## src/hw/rtl/fbrd_pkg.sv

```systemverilog
`timescale 1ns / 1ps
// Shared types and constants for the FIR beat rate detector.
// No dependencies; every other file of the block but fbrd_ram imports this package.

package fbrd_pkg;

    // Fixed field widths
    localparam int COEF_INDEX_W = 6;
    localparam int CFG_INDEX_W  = 3;
    localparam int CFG_DATA_W   = 31;
    localparam int THRESH_W     = 31;
    localparam int REFR_W       = 8;
    localparam int RATE_W       = 16;
    localparam int MIN_BPM_W    = 8;
    localparam int SHIFT_W      = 5;
    localparam int FILT_W       = 16;
    localparam int MAG_W        = 16;
    localparam int SQ_W         = 31;
    localparam int MINPROD_W    = MIN_BPM_W + RATE_W;
    localparam int DIV_CNT_W    = 5;

    // Input beat command codes
    localparam logic CMD_SAMPLE    = 1'b0;
    localparam logic CMD_LOAD_COEF = 1'b1;

    // Configuration register indexes
    localparam logic [CFG_INDEX_W-1:0] CFG_BEAT_THRESHOLD     = 3'd0;
    localparam logic [CFG_INDEX_W-1:0] CFG_REFRACTORY_SAMPLES = 3'd1;
    localparam logic [CFG_INDEX_W-1:0] CFG_RATE_NUMERATOR     = 3'd2;
    localparam logic [CFG_INDEX_W-1:0] CFG_MIN_BPM            = 3'd3;
    localparam logic [CFG_INDEX_W-1:0] CFG_FILTER_SHIFT       = 3'd4;

    // Register reset values
    localparam logic [THRESH_W-1:0]  RST_BEAT_THRESHOLD     = 31'd300;
    localparam logic [REFR_W-1:0]    RST_REFRACTORY_SAMPLES = 8'd60;
    localparam logic [RATE_W-1:0]    RST_RATE_NUMERATOR     = 16'd7200;
    localparam logic [MIN_BPM_W-1:0] RST_MIN_BPM            = 8'd30;
    localparam logic [SHIFT_W-1:0]   RST_FILTER_SHIFT       = 5'd15;

    // Saturation limits of the filtered value
    localparam logic signed [FILT_W-1:0] FILT_MAX = 16'sh7FFF;
    localparam logic signed [FILT_W-1:0] FILT_MIN = 16'sh8000;

    // Controller to datapath commands
    typedef struct packed {
        logic accept_sample;
        logic accept_coef;
        logic issue;
        logic scale;
        logic square;
        logic detect;
        logic div_start;
        logic out_load;
    } fbrd_cmd_t;

    // Datapath to controller status
    typedef struct packed {
        logic tap_last;
        logic pipe_busy;
        logic rate_ok;
        logic div_done;
        logic out_busy;
    } fbrd_status_t;

endpackage

```

## src/hw/rtl/fbrd_in_if.sv

```systemverilog
`timescale 1ns / 1ps
// Input channel: one beat is a sample or a coefficient load.
// Depends on fbrd_pkg for the coefficient index width.

interface fbrd_in_if #(
    parameter int SAMPLE_BITS = 12,
    parameter int COEF_BITS   = 16
);
    import fbrd_pkg::*;

    logic                                 valid;
    logic                                 ready;
    logic                                 command;
    logic signed [SAMPLE_BITS-1:0]        sample;
    logic        [COEF_INDEX_W-1:0]       coef_index;
    logic signed [COEF_BITS-1:0]          coef_value;

    modport source (output valid, command, sample, coef_index, coef_value, input ready);
    modport sink   (input valid, command, sample, coef_index, coef_value, output ready);
endinterface

```

## src/hw/rtl/fbrd_out_if.sv

```systemverilog
`timescale 1ns / 1ps
// Result channel: filtered level, beat flag and measured rate.
// Depends on fbrd_pkg for field widths.

interface fbrd_out_if;
    import fbrd_pkg::*;

    logic                     valid;
    logic                     ready;
    logic signed [FILT_W-1:0] filtered;
    logic                     beat;
    logic                     rate_valid;
    logic        [RATE_W-1:0] beats_per_minute;

    modport source (output valid, filtered, beat, rate_valid, beats_per_minute, input ready);
    modport sink   (input valid, filtered, beat, rate_valid, beats_per_minute, output ready);
endinterface

```

## src/hw/rtl/fbrd_cfg_if.sv

```systemverilog
`timescale 1ns / 1ps
// Configuration write channel: register index and write data.
// Depends on fbrd_pkg for field widths.

interface fbrd_cfg_if;
    import fbrd_pkg::*;

    logic                   valid;
    logic                   ready;
    logic [CFG_INDEX_W-1:0] index;
    logic [CFG_DATA_W-1:0]  data;

    modport source (output valid, index, data, input ready);
    modport sink   (input valid, index, data, output ready);
endinterface

```

## src/hw/rtl/fbrd_ram.sv

```systemverilog
`timescale 1ns / 1ps
// Generic single write port, single read port RAM with registered read.
// No dependencies.

module fbrd_ram #(
    parameter int  WIDTH = 16,
    parameter int  DEPTH = 64,
    localparam int AW    = (DEPTH > 1) ? $clog2(DEPTH) : 1
) (
    input  logic             clk,
    input  logic             we,
    input  logic [AW-1:0]    waddr,
    input  logic [WIDTH-1:0] wdata,
    input  logic [AW-1:0]    raddr,
    output logic [WIDTH-1:0] rdata
);
    logic [WIDTH-1:0] mem [DEPTH];

    // Write port and registered read port
    always_ff @(posedge clk)
    begin
        if (we)
        begin
            mem[waddr] <= wdata;
        end
        rdata <= mem[raddr];
    end
endmodule

```

## src/hw/rtl/fbrd_div.sv

```systemverilog
`timescale 1ns / 1ps
// Iterative restoring divider, one quotient bit per cycle.
// Depends on fbrd_pkg for the operand width.

module fbrd_div (
    input  logic                        clk,
    input  logic                        rst_n,
    input  logic                        start,
    input  logic [fbrd_pkg::RATE_W-1:0] dividend,
    input  logic [fbrd_pkg::RATE_W-1:0] divisor,
    output logic                        done,
    output logic [fbrd_pkg::RATE_W-1:0] quotient
);
    import fbrd_pkg::*;

    logic                 busy_reg;
    logic                 done_reg;
    logic [DIV_CNT_W-1:0] cnt_reg;
    logic [RATE_W-1:0]    rem_reg;
    logic [RATE_W-1:0]    quo_reg;
    logic [RATE_W-1:0]    den_reg;
    logic [RATE_W:0]      shifted;
    logic                 fits;

    // Shift in the next dividend bit and try the subtract
    assign shifted = {rem_reg, quo_reg[RATE_W-1]};
    assign fits    = (shifted >= {1'b0, den_reg});

    // Iteration control
    always_ff @(posedge clk or negedge rst_n)
    begin
        if (!rst_n)
        begin
            busy_reg <= 1'b0;
            done_reg <= 1'b0;
            cnt_reg  <= '0;
        end
        else
        begin
            done_reg <= 1'b0;
            if (start)
            begin
                busy_reg <= 1'b1;
                cnt_reg  <= DIV_CNT_W'(RATE_W);
            end
            else if (busy_reg)
            begin
                cnt_reg <= cnt_reg - 1'b1;
                if (cnt_reg == DIV_CNT_W'(1))
                begin
                    busy_reg <= 1'b0;
                    done_reg <= 1'b1;
                end
            end
        end
    end

    // Remainder and quotient
    always_ff @(posedge clk)
    begin
        if (start)
        begin
            rem_reg <= '0;
            quo_reg <= dividend;
            den_reg <= divisor;
        end
        else if (busy_reg)
        begin
            rem_reg <= fits ? RATE_W'(shifted - {1'b0, den_reg}) : shifted[RATE_W-1:0];
            quo_reg <= {quo_reg[RATE_W-2:0], fits};
        end
    end

    assign done     = done_reg;
    assign quotient = quo_reg;
endmodule

```

## src/hw/rtl/fbrd_ctrl.sv

```systemverilog
`timescale 1ns / 1ps
// Sequencer of the detector: accepts beats and steps the datapath through
// the tap loop, scaling, detection, division and result hand-off. Uses fbrd_pkg.

module fbrd_ctrl (
    input  logic                     clk,
    input  logic                     rst_n,
    fbrd_in_if.sink                  items,
    output fbrd_pkg::fbrd_cmd_t      cmd,
    input  fbrd_pkg::fbrd_status_t   status
);
    import fbrd_pkg::*;

    typedef enum logic [3:0] {
        S_IDLE,
        S_MAC,
        S_DRAIN,
        S_SCALE,
        S_SQUARE,
        S_DETECT,
        S_DIV_START,
        S_DIVIDE,
        S_FINISH
    } state_t;

    state_t state_reg;
    state_t state_next;
    logic   take;

    assign items.ready = (state_reg == S_IDLE);
    assign take        = items.valid && items.ready;

    // Command decode
    always_comb
    begin
        cmd               = '0;
        cmd.accept_sample = take && (items.command == CMD_SAMPLE);
        cmd.accept_coef   = take && (items.command == CMD_LOAD_COEF);
        cmd.issue         = (state_reg == S_MAC);
        cmd.scale         = (state_reg == S_SCALE);
        cmd.square        = (state_reg == S_SQUARE);
        cmd.detect        = (state_reg == S_DETECT);
        cmd.div_start     = (state_reg == S_DIV_START) && status.rate_ok;
        cmd.out_load      = (state_reg == S_FINISH) && !status.out_busy;
    end

    // Next state
    always_comb
    begin
        state_next = state_reg;
        case (state_reg)
            S_IDLE:
            begin
                if (cmd.accept_sample)
                begin
                    state_next = S_MAC;
                end
            end
            S_MAC:
            begin
                if (status.tap_last)
                begin
                    state_next = S_DRAIN;
                end
            end
            S_DRAIN:
            begin
                if (!status.pipe_busy)
                begin
                    state_next = S_SCALE;
                end
            end
            S_SCALE:     state_next = S_SQUARE;
            S_SQUARE:    state_next = S_DETECT;
            S_DETECT:    state_next = S_DIV_START;
            S_DIV_START: state_next = status.rate_ok ? S_DIVIDE : S_FINISH;
            S_DIVIDE:
            begin
                if (status.div_done)
                begin
                    state_next = S_FINISH;
                end
            end
            S_FINISH:
            begin
                if (!status.out_busy)
                begin
                    state_next = S_IDLE;
                end
            end
            default:     state_next = S_IDLE;
        endcase
    end

    // State register
    always_ff @(posedge clk or negedge rst_n)
    begin
        if (!rst_n)
        begin
            state_reg <= S_IDLE;
        end
        else
        begin
            state_reg <= state_next;
        end
    end
endmodule

```

## src/hw/rtl/fbrd_datapath.sv

```systemverilog
`timescale 1ns / 1ps
// Datapath: config registers, delay line and coefficient RAMs, serial MAC,
// scaling/saturation, beat detection, rate divider and result register.
// Depends on fbrd_pkg, fbrd_ram, fbrd_div and the result and config channel interfaces.

module fbrd_datapath #(
    parameter int TAPS        = 64,
    parameter int SAMPLE_BITS = 12,
    parameter int COEF_BITS   = 16
) (
    input  logic                              clk,
    input  logic                              rst_n,
    input  logic signed [SAMPLE_BITS-1:0]     sample,
    input  logic [fbrd_pkg::COEF_INDEX_W-1:0] coef_index,
    input  logic signed [COEF_BITS-1:0]       coef_value,
    fbrd_out_if.source                        results,
    fbrd_cfg_if.sink                          cfg,
    input  fbrd_pkg::fbrd_cmd_t               cmd,
    output fbrd_pkg::fbrd_status_t            status
);
    import fbrd_pkg::*;

    localparam int AW      = (TAPS > 1) ? $clog2(TAPS) : 1;
    localparam int CW      = $clog2(TAPS + 1);
    localparam int PW      = SAMPLE_BITS + COEF_BITS;
    localparam int ACC_RAW = PW + $clog2(TAPS);
    localparam int ACC_W   = (ACC_RAW > FILT_W + 1) ? ACC_RAW : FILT_W + 1;

    localparam logic signed [ACC_W-1:0] SAT_HI = ACC_W'(FILT_MAX);
    localparam logic signed [ACC_W-1:0] SAT_LO = ACC_W'(FILT_MIN);

    // Configuration registers
    logic [THRESH_W-1:0]  beat_threshold_reg;
    logic [REFR_W-1:0]    refractory_samples_reg;
    logic [RATE_W-1:0]    rate_numerator_reg;
    logic [MIN_BPM_W-1:0] min_bpm_reg;
    logic [SHIFT_W-1:0]   filter_shift_reg;

    // Delay line and coefficient bookkeeping
    logic [AW-1:0]   head_reg;
    logic [AW-1:0]   head_next;
    logic [CW-1:0]   fill_reg;
    logic [AW-1:0]   rd_ptr_reg;
    logic [AW-1:0]   tap_reg;
    logic [TAPS-1:0] coef_valid_reg;
    logic            coef_in_range;
    logic [AW-1:0]   coef_addr;

    logic [SAMPLE_BITS-1:0] delay_rdata;
    logic [COEF_BITS-1:0]   coef_rdata;

    // MAC pipeline
    logic                          s1_v_reg;
    logic                          s1_dvalid_reg;
    logic                          s1_cvalid_reg;
    logic                          s2_v_reg;
    logic signed [SAMPLE_BITS-1:0] d_op;
    logic signed [COEF_BITS-1:0]   c_op;
    logic signed [PW-1:0]          prod_reg;
    logic signed [ACC_W-1:0]       acc_reg;

    // Scaling, squaring and detection
    logic signed [ACC_W-1:0]  shifted;
    logic signed [FILT_W-1:0] filt_next;
    logic signed [FILT_W-1:0] filt_reg;
    logic [FILT_W:0]          neg_filt;
    logic [MAG_W-1:0]         mag;
    logic [2*MAG_W-1:0]       sq_full;
    logic [SQ_W-1:0]          sq_reg;
    logic [MINPROD_W-1:0]     minprod_reg;
    logic [REFR_W-1:0]        holdoff_reg;
    logic [REFR_W-1:0]        holdoff_next;
    logic [RATE_W-1:0]        interval_reg;
    logic [RATE_W-1:0]        interval_hit;
    logic [RATE_W-1:0]        interval_next;
    logic                     above;
    logic                     beat_next;
    logic                     rate_ok_next;
    logic                     beat_reg;
    logic                     rate_ok_reg;
    logic [RATE_W-1:0]        divisor_reg;

    // Divider and result register
    logic                     div_done;
    logic [RATE_W-1:0]        quotient;
    logic                     out_valid_reg;
    logic signed [FILT_W-1:0] out_filtered_reg;
    logic                     out_beat_reg;
    logic                     out_rate_valid_reg;
    logic [RATE_W-1:0]        out_bpm_reg;

    // Configuration writes
    assign cfg.ready = 1'b1;

    always_ff @(posedge clk or negedge rst_n)
    begin
        if (!rst_n)
        begin
            beat_threshold_reg     <= RST_BEAT_THRESHOLD;
            refractory_samples_reg <= RST_REFRACTORY_SAMPLES;
            rate_numerator_reg     <= RST_RATE_NUMERATOR;
            min_bpm_reg            <= RST_MIN_BPM;
            filter_shift_reg       <= RST_FILTER_SHIFT;
        end
        else if (cfg.valid)
        begin
            case (cfg.index)
                CFG_BEAT_THRESHOLD:     beat_threshold_reg     <= cfg.data[THRESH_W-1:0];
                CFG_REFRACTORY_SAMPLES: refractory_samples_reg <= cfg.data[REFR_W-1:0];
                CFG_RATE_NUMERATOR:     rate_numerator_reg     <= cfg.data[RATE_W-1:0];
                CFG_MIN_BPM:            min_bpm_reg            <= cfg.data[MIN_BPM_W-1:0];
                CFG_FILTER_SHIFT:       filter_shift_reg       <= cfg.data[SHIFT_W-1:0];
                default:
                begin
                end
            endcase
        end
    end

    // Circular delay line: newest sample sits at head, older ones follow upward
    assign head_next     = (head_reg == '0) ? AW'(TAPS - 1) : head_reg - 1'b1;
    assign coef_in_range = (int'(coef_index) < TAPS);
    assign coef_addr     = AW'(coef_index);

    fbrd_ram #(
        .WIDTH (SAMPLE_BITS),
        .DEPTH (TAPS)
    ) u_delay_ram (
        .clk   (clk),
        .we    (cmd.accept_sample),
        .waddr (head_next),
        .wdata (sample),
        .raddr (rd_ptr_reg),
        .rdata (delay_rdata)
    );

    fbrd_ram #(
        .WIDTH (COEF_BITS),
        .DEPTH (TAPS)
    ) u_coef_ram (
        .clk   (clk),
        .we    (cmd.accept_coef && coef_in_range),
        .waddr (coef_addr),
        .wdata (coef_value),
        .raddr (tap_reg),
        .rdata (coef_rdata)
    );

    // Pointers, fill count, coefficient valid bits and tap walk
    always_ff @(posedge clk or negedge rst_n)
    begin
        if (!rst_n)
        begin
            head_reg       <= '0;
            fill_reg       <= '0;
            rd_ptr_reg     <= '0;
            tap_reg        <= '0;
            coef_valid_reg <= '0;
            s1_v_reg       <= 1'b0;
            s2_v_reg       <= 1'b0;
        end
        else
        begin
            s1_v_reg <= cmd.issue;
            s2_v_reg <= s1_v_reg;
            if (cmd.accept_coef && coef_in_range)
            begin
                coef_valid_reg[coef_addr] <= 1'b1;
            end
            if (cmd.accept_sample)
            begin
                head_reg   <= head_next;
                rd_ptr_reg <= head_next;
                tap_reg    <= '0;
                if (fill_reg != CW'(TAPS))
                begin
                    fill_reg <= fill_reg + 1'b1;
                end
            end
            else if (cmd.issue)
            begin
                rd_ptr_reg <= (rd_ptr_reg == AW'(TAPS - 1)) ? '0 : rd_ptr_reg + 1'b1;
                tap_reg    <= tap_reg + 1'b1;
            end
        end
    end

    assign status.tap_last  = (tap_reg == AW'(TAPS - 1));
    assign status.pipe_busy = s1_v_reg || s2_v_reg;

    // Never-written entries read as zero
    assign d_op = s1_dvalid_reg ? $signed(delay_rdata) : '0;
    assign c_op = s1_cvalid_reg ? $signed(coef_rdata) : '0;

    // Serial MAC: read, multiply, accumulate
    always_ff @(posedge clk)
    begin
        if (cmd.issue)
        begin
            s1_dvalid_reg <= (CW'(tap_reg) < fill_reg);
            s1_cvalid_reg <= coef_valid_reg[tap_reg];
        end
        if (s1_v_reg)
        begin
            prod_reg <= d_op * c_op;
        end
        if (cmd.accept_sample)
        begin
            acc_reg <= '0;
        end
        else if (s2_v_reg)
        begin
            acc_reg <= acc_reg + ACC_W'(prod_reg);
        end
    end

    // Arithmetic shift (floor) and saturation
    assign shifted = acc_reg >>> filter_shift_reg;

    always_comb
    begin
        if (shifted > SAT_HI)
        begin
            filt_next = FILT_MAX;
        end
        else if (shifted < SAT_LO)
        begin
            filt_next = FILT_MIN;
        end
        else
        begin
            filt_next = FILT_W'(shifted);
        end
    end

    // Magnitude and square
    assign neg_filt = (FILT_W + 1)'(0) - {filt_reg[FILT_W-1], filt_reg};
    assign mag      = filt_reg[FILT_W-1] ? neg_filt[MAG_W-1:0] : MAG_W'(filt_reg);
    assign sq_full  = mag * mag;

    // Beat decision, holdoff and interval update
    always_comb
    begin
        above        = (sq_reg > beat_threshold_reg);
        beat_next    = 1'b0;
        rate_ok_next = 1'b0;
        interval_hit = interval_reg;
        holdoff_next = holdoff_reg;
        if (above)
        begin
            if (holdoff_reg == '0)
            begin
                beat_next    = 1'b1;
                rate_ok_next = (interval_reg != '0) &&
                               (MINPROD_W'(rate_numerator_reg) > minprod_reg);
                interval_hit = RATE_W'(1);
            end
            holdoff_next = refractory_samples_reg;
        end
        else if (holdoff_reg != '0)
        begin
            holdoff_next = holdoff_reg - 1'b1;
        end
        interval_next = (interval_hit == '1) ? interval_hit : interval_hit + 1'b1;
    end

    always_ff @(posedge clk or negedge rst_n)
    begin
        if (!rst_n)
        begin
            holdoff_reg  <= '0;
            interval_reg <= '0;
            rate_ok_reg  <= 1'b0;
        end
        else if (cmd.detect)
        begin
            holdoff_reg  <= holdoff_next;
            interval_reg <= interval_next;
            rate_ok_reg  <= rate_ok_next;
        end
    end

    // Per-sample payload registers
    always_ff @(posedge clk)
    begin
        if (cmd.scale)
        begin
            filt_reg <= filt_next;
        end
        if (cmd.square)
        begin
            sq_reg      <= sq_full[SQ_W-1:0];
            minprod_reg <= min_bpm_reg * interval_reg;
        end
        if (cmd.detect)
        begin
            beat_reg    <= beat_next;
            divisor_reg <= interval_reg;
        end
    end

    assign status.rate_ok = rate_ok_reg;

    fbrd_div u_div (
        .clk      (clk),
        .rst_n    (rst_n),
        .start    (cmd.div_start),
        .dividend (rate_numerator_reg),
        .divisor  (divisor_reg),
        .done     (div_done),
        .quotient (quotient)
    );

    assign status.div_done = div_done;

    // Output register; frees while the next sample is processed
    always_ff @(posedge clk or negedge rst_n)
    begin
        if (!rst_n)
        begin
            out_valid_reg <= 1'b0;
        end
        else if (cmd.out_load)
        begin
            out_valid_reg <= 1'b1;
        end
        else if (results.ready)
        begin
            out_valid_reg <= 1'b0;
        end
    end

    always_ff @(posedge clk)
    begin
        if (cmd.out_load)
        begin
            out_filtered_reg   <= filt_reg;
            out_beat_reg       <= beat_reg;
            out_rate_valid_reg <= rate_ok_reg;
            out_bpm_reg        <= rate_ok_reg ? quotient : '0;
        end
    end

    assign status.out_busy          = out_valid_reg && !results.ready;
    assign results.valid            = out_valid_reg;
    assign results.filtered         = out_filtered_reg;
    assign results.beat             = out_beat_reg;
    assign results.rate_valid       = out_rate_valid_reg;
    assign results.beats_per_minute = out_bpm_reg;
endmodule

```

## src/hw/rtl/fir_beat_rate_detector.sv

```systemverilog
`timescale 1ns / 1ps
// FIR beat rate detector top level: controller plus datapath.
// A sample beat's result passes through the tap loop, scaling, squaring and detection,
// and through the serial divider as well when a beat yields a rate. A new sample is
// taken only once the last one's result is loaded into the output register; the single
// multiply-accumulate walks one tap per cycle. Coefficient loads keep the controller idle.
// Reset (rst_n, async low): taps read as zero, counters cleared, ready right after reset.

module fir_beat_rate_detector #(
    parameter int TAPS        = 64,
    parameter int SAMPLE_BITS = 12,
    parameter int COEF_BITS   = 16
) (
    input  logic        clk,
    input  logic        rst_n,
    fbrd_in_if.sink     items,
    fbrd_out_if.source  results,
    fbrd_cfg_if.sink    cfg
);
    import fbrd_pkg::*;

    fbrd_cmd_t    cmd;
    fbrd_status_t status;

    fbrd_ctrl u_ctrl (
        .clk    (clk),
        .rst_n  (rst_n),
        .items  (items),
        .cmd    (cmd),
        .status (status)
    );

    fbrd_datapath #(
        .TAPS        (TAPS),
        .SAMPLE_BITS (SAMPLE_BITS),
        .COEF_BITS   (COEF_BITS)
    ) u_datapath (
        .clk        (clk),
        .rst_n      (rst_n),
        .sample     (items.sample),
        .coef_index (items.coef_index),
        .coef_value (items.coef_value),
        .results    (results),
        .cfg        (cfg),
        .cmd        (cmd),
        .status     (status)
    );
endmodule
```

## src/flat_wrapper.sv

```systemverilog
// flat-port wrapper written by rule: the top's interface ports become plain ports
module fir_beat_rate_detector_flat import fbrd_pkg::*;
#(
    parameter int TAPS        = 64,
    parameter int SAMPLE_BITS = 12,
    parameter int COEF_BITS   = 16
)
  (clk, rst_n, items_valid, items_command, items_sample, items_coef_index, items_coef_value, items_ready, results_valid, results_filtered, results_beat, results_rate_valid, results_beats_per_minute, results_ready, cfg_valid, cfg_index, cfg_data, cfg_ready);
  fbrd_in_if #(.SAMPLE_BITS(SAMPLE_BITS), .COEF_BITS(COEF_BITS)) items_i ();
  fbrd_out_if results_i ();
  fbrd_cfg_if cfg_i ();
  input  logic clk;
  input  logic rst_n;
  input wire logic [$bits(items_i.valid)-1:0] items_valid;
  input wire logic [$bits(items_i.command)-1:0] items_command;
  input wire logic [$bits(items_i.sample)-1:0] items_sample;
  input wire logic [$bits(items_i.coef_index)-1:0] items_coef_index;
  input wire logic [$bits(items_i.coef_value)-1:0] items_coef_value;
  output wire logic [$bits(items_i.ready)-1:0] items_ready;
  output wire logic [$bits(results_i.valid)-1:0] results_valid;
  output wire logic [$bits(results_i.filtered)-1:0] results_filtered;
  output wire logic [$bits(results_i.beat)-1:0] results_beat;
  output wire logic [$bits(results_i.rate_valid)-1:0] results_rate_valid;
  output wire logic [$bits(results_i.beats_per_minute)-1:0] results_beats_per_minute;
  input wire logic [$bits(results_i.ready)-1:0] results_ready;
  input wire logic [$bits(cfg_i.valid)-1:0] cfg_valid;
  input wire logic [$bits(cfg_i.index)-1:0] cfg_index;
  input wire logic [$bits(cfg_i.data)-1:0] cfg_data;
  output wire logic [$bits(cfg_i.ready)-1:0] cfg_ready;
  assign items_i.valid = items_valid;
  assign items_i.command = items_command;
  assign items_i.sample = items_sample;
  assign items_i.coef_index = items_coef_index;
  assign items_i.coef_value = items_coef_value;
  assign items_ready = items_i.ready;
  assign results_valid = results_i.valid;
  assign results_filtered = results_i.filtered;
  assign results_beat = results_i.beat;
  assign results_rate_valid = results_i.rate_valid;
  assign results_beats_per_minute = results_i.beats_per_minute;
  assign results_i.ready = results_ready;
  assign cfg_i.valid = cfg_valid;
  assign cfg_i.index = cfg_index;
  assign cfg_i.data = cfg_data;
  assign cfg_ready = cfg_i.ready;
  fir_beat_rate_detector #(.TAPS(TAPS), .SAMPLE_BITS(SAMPLE_BITS), .COEF_BITS(COEF_BITS)) u_core (.clk(clk), .rst_n(rst_n), .items(items_i), .results(results_i), .cfg(cfg_i));
endmodule
```

## config.mk

```make
export PLATFORM = sky130hd
export DESIGN_NAME = fir_beat_rate_detector_flat
export DESIGN_NICKNAME = d
export VERILOG_FILES = /design/src/hw/rtl/fbrd_pkg.sv /design/src/hw/rtl/fbrd_in_if.sv /design/src/hw/rtl/fbrd_out_if.sv /design/src/hw/rtl/fbrd_cfg_if.sv /design/src/hw/rtl/fbrd_ram.sv /design/src/hw/rtl/fbrd_div.sv /design/src/hw/rtl/fbrd_ctrl.sv /design/src/hw/rtl/fbrd_datapath.sv /design/src/hw/rtl/fir_beat_rate_detector.sv /design/src/flat_wrapper.sv
export SDC_FILE = /design/constraint.sdc
export NUM_CORES = 2
export LEC_CHECK = 0
export ABC_AREA = 1
export BUFFER_PORTS_ARGS = -buffer_cell sky130_fd_sc_hd__buf_2
export CAP_MARGIN = 15
export CELL_PAD_IN_SITES_DETAIL_PLACEMENT = 1
export CELL_PAD_IN_SITES_GLOBAL_PLACEMENT = 2
export CORE_MARGIN = 4
export CORE_UTILIZATION = 39
export DETAILED_ROUTE_END_ITERATION = 8
export PLACE_DENSITY = 0.77
export SKIP_LAST_GASP = 1
export SLEW_MARGIN = 20
export SYNTH_ARGS = -nofsm -noshare
export SYNTH_HDL_FRONTEND = slang
export SYNTH_SLANG_ARGS = --single-unit
```

## constraint.sdc

```tcl
create_clock -name clk -period 7.19 [get_ports clk]
set_input_delay 0.3595 -clock clk [delete_from_list [all_inputs] [get_ports clk]]
set_output_delay 0.3595 -clock clk [all_outputs]
set_load 0.005 [all_outputs]
```

==> results by group <==
Run status
  • Outcome: completed

Route
  • Avg WL per Cell: roughly 24 µm
  • Number of remaining DRC errors: 0
  • Number of nets with antenna violations after routing: 0
  • Number of iterations in the first detailed-routing pass: 5
  • Post-Route WL: approximately 340 mm
  • Number of vias in the routed layout: 77,935
  • Detailed Route Iter0 Violations: 5,875
  • Avg Vias per Cell: roughly 5.5

Timing
  • Final period demand of the worst path: approximately 6900 ps
  • Sum Neg Setup Slack: 0 ps
  • Max-slew violation count: 0
  • Setup-violating endpoint count in the final report: 0
  • Least-Margin Pin Slew: 1170 ps
  • Largest clock skew in the final design: 80.9 ps
  • Final count of hold timing violations: 0
  • Relative max-transition margin: 0.216
  • Post-route fraction of the period consumed by the critical path: 0.953
  • Unrepaired setup endpoints after global routing: true
  • Fmax: around 0.15 GHz

GRT
  • Pin count of the biggest net entering global routing: 205
  • Initial antenna violation count: 9
  • Via count of the first global-routing pass: between 80,000 and 90,000
  • Total overflow reported by the global router: 0
  • Wire length of the first global-routing pass: 513 mm
  • Global routing usage summed across all routing layers: 0.226

Critical path
  • R2r endpoint: u_core.u_datapath.sq_reg[27]$_DFFE_PP_
  • Depth of the worst register-to-register path: 31
  • CP Capture Type: register
  • Crit-path max FO: 5
  • Critical-path cell with the highest stage delay: sky130_fd_sc_hd__fa_1
  • Delay contributed by the slowest stage of the critical path: 540 ps
  • Critical path data required time: 7760 ps
  • Class of the most critical setup path: reg2reg
  • Most repeated library cell on the critical path: sky130_fd_sc_hd__fa_1
  • Startpoint Class: register
  • Crit path arrival time: between 7000 and 8000 ps
  • FF-to-FF setup slack: 340 ps
  • Buffers and inverters on the worst path: 7
  • Start of the worst register-to-register path: u_core.u_datapath.filt_reg[0]$_SDFFCE_PN1P_
  • Family with the most delay on the worst path: adder cells

Synthesis
  • Leading cell types by total area after synthesis: sky130_fd_sc_hd__edfxtp_1 (54%), sky130_fd_sc_hd__fa_1 (7.7%), sky130_fd_sc_hd__o21ai_0 (5.8%)
  • Most area-hungry cell type in the Yosys netlist: sky130_fd_sc_hd__edfxtp_1
  • Count of synthesis-stage warnings from yosys: 0
  • Mapped Avg Cell Area: around 11 µm²
  • Gate Count Post-Synth: ~10,000
  • Sequential cell area fraction in the yosys report: 0.594
  • Async set-reset flop share out of synthesis: 0.0871
  • Number of storage elements in the synthesis netlist: about 2,200
  • Post-synthesis instance area: 0.111 mm²
  • Share of the synthesized area in the top cell type: 0.535
  • Prevailing post-synth register cell: sky130_fd_sc_hd__edfxtp_1
  • Number of library cell types mapped by synthesis: 63
  • Number of enable flip-flop cells after synthesis: 1,975

Min path
  • Class of the tightest hold or removal check: in2reg
  • Hold Path Sink: u_core.u_datapath.rate_numerator_reg[2]$_DFFE_PN0P_
  • Critical hold path startpoint: cfg_data[2]
  • Worst hold path cell count: 3

Flow run
  • Max cap viols: 0

Layout
  • Number of standard cells in the final layout excluding fillers: approximately 14,000
  • NumNets Final: roughly 11,000
  • Fraction of final layout cells with drive strength greater than 1: 0.0858
  • Design Area, Final: approximately 0.12 mm²
  • Layout Area Growth over Synthesis: 12.8%
  • Final cell utilization of the core: 0.442
  • Number of flip-flops in the largest register: roughly 1,000

Placed design
  • Routability-driven placement congestion ratio: between 0.8 and 0.9
  • Number of placed instances with taps included: approximately 14,000
  • Detailed placement HPWL: ~220 mm
  • Instance area at placement: roughly 0.12 mm²
  • Count of input and output buffers: ~110

Clock tree
  • TritonCTS clock tree: yes
  • Clock slew seen by the registers of the worst setup and hold paths: ~60 ps
  • Insertion delay of the later-clocked pin in the worst-skew pair: 900 ps
  • Max Buffers Root-to-Sink: 4
  • Total number of H-tree levels: 5
  • Root buffer cell: sky130_fd_sc_hd__clkbuf_16
  • Total number of clock tree sinks: roughly 2,200
  • Total CTS buffers: roughly 260

Floorplan
  • Horizontal die dimension: about 540 µm
  • Total core area: around 0.28 mm²
  • Initial core utilization: 0.392
  • Ports placed on the boundary: approximately 110
  • Die area: 0.293 mm²
  • Core Rows: 195
  • Chip Height: 541 µm
[metrics by stage]
| stage | setup slack (ps) | hold WS, ps |
|---|---|---|
| after floorplan | 93.1 | 63.9 |
| after global placement | 26.5 | 405 |
| after detailed placement | 1.78 | 408 |
| after CTS | 60.2 | 16.6 |
| after global routing | -68.1 | 72.9 |
| final | 336 | 63.7 |
[metal layers]
metal | wire (µm) | global-route usage
met1 | 150000 | 0.314
met2 | 162000 | 0.377
met3 | 16900 | 0.0254
met4 | 8760 | 0.0620
met5 | 0 | 0
[logic make-up after synthesis]
kind of cell / Yosys count / share of synthesized area
AOI/OAI and AO/OA: 2296 / 0.117
xor gates and xnor gates: 147 / 0.0116
adders and majority gates: 737 / 0.112
buffers and inverters: 1547 / 0.0536
DFF: 2249 / 0.594
muxes: 12 / 0.00108
other: 2 / 0.0000678
and+or+nand+nor: 3078 / 0.110
[how the worst max path moves through the flow]
| stage | cells past startpoint | start | endpoint |
|---|---|---|---|
| after floorplan | 29 | u_core.u_datapath.filt_reg[0]$_SDFFCE_PN1P_ | u_core.u_datapath.sq_reg[20]$_DFFE_PP_ |
| after global placement | 30 | u_core.u_datapath.filt_reg[0]$_SDFFCE_PN1P_ | u_core.u_datapath.sq_reg[27]$_DFFE_PP_ |
| after detailed placement | 28 | u_core.u_datapath.filt_reg[0]$_SDFFCE_PN1P_ | u_core.u_datapath.sq_reg[27]$_DFFE_PP_ |
| after CTS | 32 | u_core.u_datapath.filt_reg[2]$_SDFFCE_PN1P_ | u_core.u_datapath.sq_reg[25]$_DFFE_PP_ |
| after global routing | 30 | u_core.u_datapath.filt_reg[0]$_SDFFCE_PN1P_ | u_core.u_datapath.sq_reg[27]$_DFFE_PP_ |
| final | 31 | u_core.u_datapath.filt_reg[0]$_SDFFCE_PN1P_ | u_core.u_datapath.sq_reg[27]$_DFFE_PP_ |
[layout make-up]
type,count,area [µm²]
antenna,4,10.0
tap,3743,4680
inverter,1011,3820
multi-input combinational,6282,39300
clock buffer,345,7130
clock inverter,120,1090
timing repair buffer,424,3090
fill,30355,158000
sequential,2249,65800
[cell usage in the layout, fill, tap and decap left out, types with 21 or more instances in the layout]
| master | count |
|---|---|
| sky130_fd_sc_hd__o211ai_1 | 73 |
| sky130_fd_sc_hd__o221ai_1 | 137 |
| sky130_fd_sc_hd__nor2_2 | 23 |
| sky130_fd_sc_hd__nor4_1 | 21 |
| sky130_fd_sc_hd__nand3_1 | 218 |
| sky130_fd_sc_hd__buf_4 | 274 |
| sky130_fd_sc_hd__clkbuf_1 | 66 |
| sky130_fd_sc_hd__clkbuf_16 | 270 |
| sky130_fd_sc_hd__xor2_1 | 92 |
| sky130_fd_sc_hd__clkinv_1 | 57 |
| sky130_fd_sc_hd__clkinv_2 | 31 |
| sky130_fd_sc_hd__o22ai_1 | 364 |
| sky130_fd_sc_hd__dlygate4sd3_1 | 33 |
| sky130_fd_sc_hd__dfrtp_1 | 169 |
| sky130_fd_sc_hd__nand4_1 | 60 |
| sky130_fd_sc_hd__a31oi_1 | 29 |
| sky130_fd_sc_hd__ha_1 | 304 |
| sky130_fd_sc_hd__o21ai_1 | 42 |
| sky130_fd_sc_hd__dfxtp_1 | 78 |
| sky130_fd_sc_hd__a21oi_1 | 267 |
| sky130_fd_sc_hd__fa_1 | 428 |
| sky130_fd_sc_hd__edfxtp_1 | 1975 |
| sky130_fd_sc_hd__xnor2_1 | 55 |
| sky130_fd_sc_hd__nor2_1 | 1452 |
| sky130_fd_sc_hd__nor3_1 | 25 |
| sky130_fd_sc_hd__o21ai_0 | 1292 |
| sky130_fd_sc_hd__inv_1 | 985 |
| sky130_fd_sc_hd__buf_2 | 108 |
| sky130_fd_sc_hd__or2_2 | 44 |
| sky130_fd_sc_hd__nand2_1 | 1200 |
[synthesized netlist by cell type, types with 59 or more instances]
cell type,n
sky130_fd_sc_hd__edfxtp_1,1975
sky130_fd_sc_hd__fa_1,428
sky130_fd_sc_hd__nand2_1,1204
sky130_fd_sc_hd__ha_1,309
sky130_fd_sc_hd__o22ai_1,364
sky130_fd_sc_hd__a21oi_1,272
sky130_fd_sc_hd__xor2_1,92
sky130_fd_sc_hd__inv_1,991
sky130_fd_sc_hd__nor2_1,1481
sky130_fd_sc_hd__o221ai_1,137
sky130_fd_sc_hd__nand4_1,60
sky130_fd_sc_hd__clkbuf_1,433
sky130_fd_sc_hd__o21ai_0,1293
sky130_fd_sc_hd__o211ai_1,73
sky130_fd_sc_hd__dfrtp_1,176
sky130_fd_sc_hd__dfxtp_1,78
sky130_fd_sc_hd__nand3_1,219
sky130_fd_sc_hd__buf_2,59
[tightest hold or removal path, cell delays in order]
cell	delay, ps
sky130_fd_sc_hd__buf_2	80
sky130_fd_sc_hd__inv_1	200
sky130_fd_sc_hd__o21ai_0	240
[timing repair]
item                       4_1_cts  5_1_grt
hold buffers                    33        0
hold endpoints to repair       145        0
gates resized for setup          2       34
buffers inserted                 0        7
pin swaps                        0       11
setup endpoints to repair        1       12
Power is not shown: default switching activity piles up to over one toggle a cycle in this logic, so the estimate is an artifact.
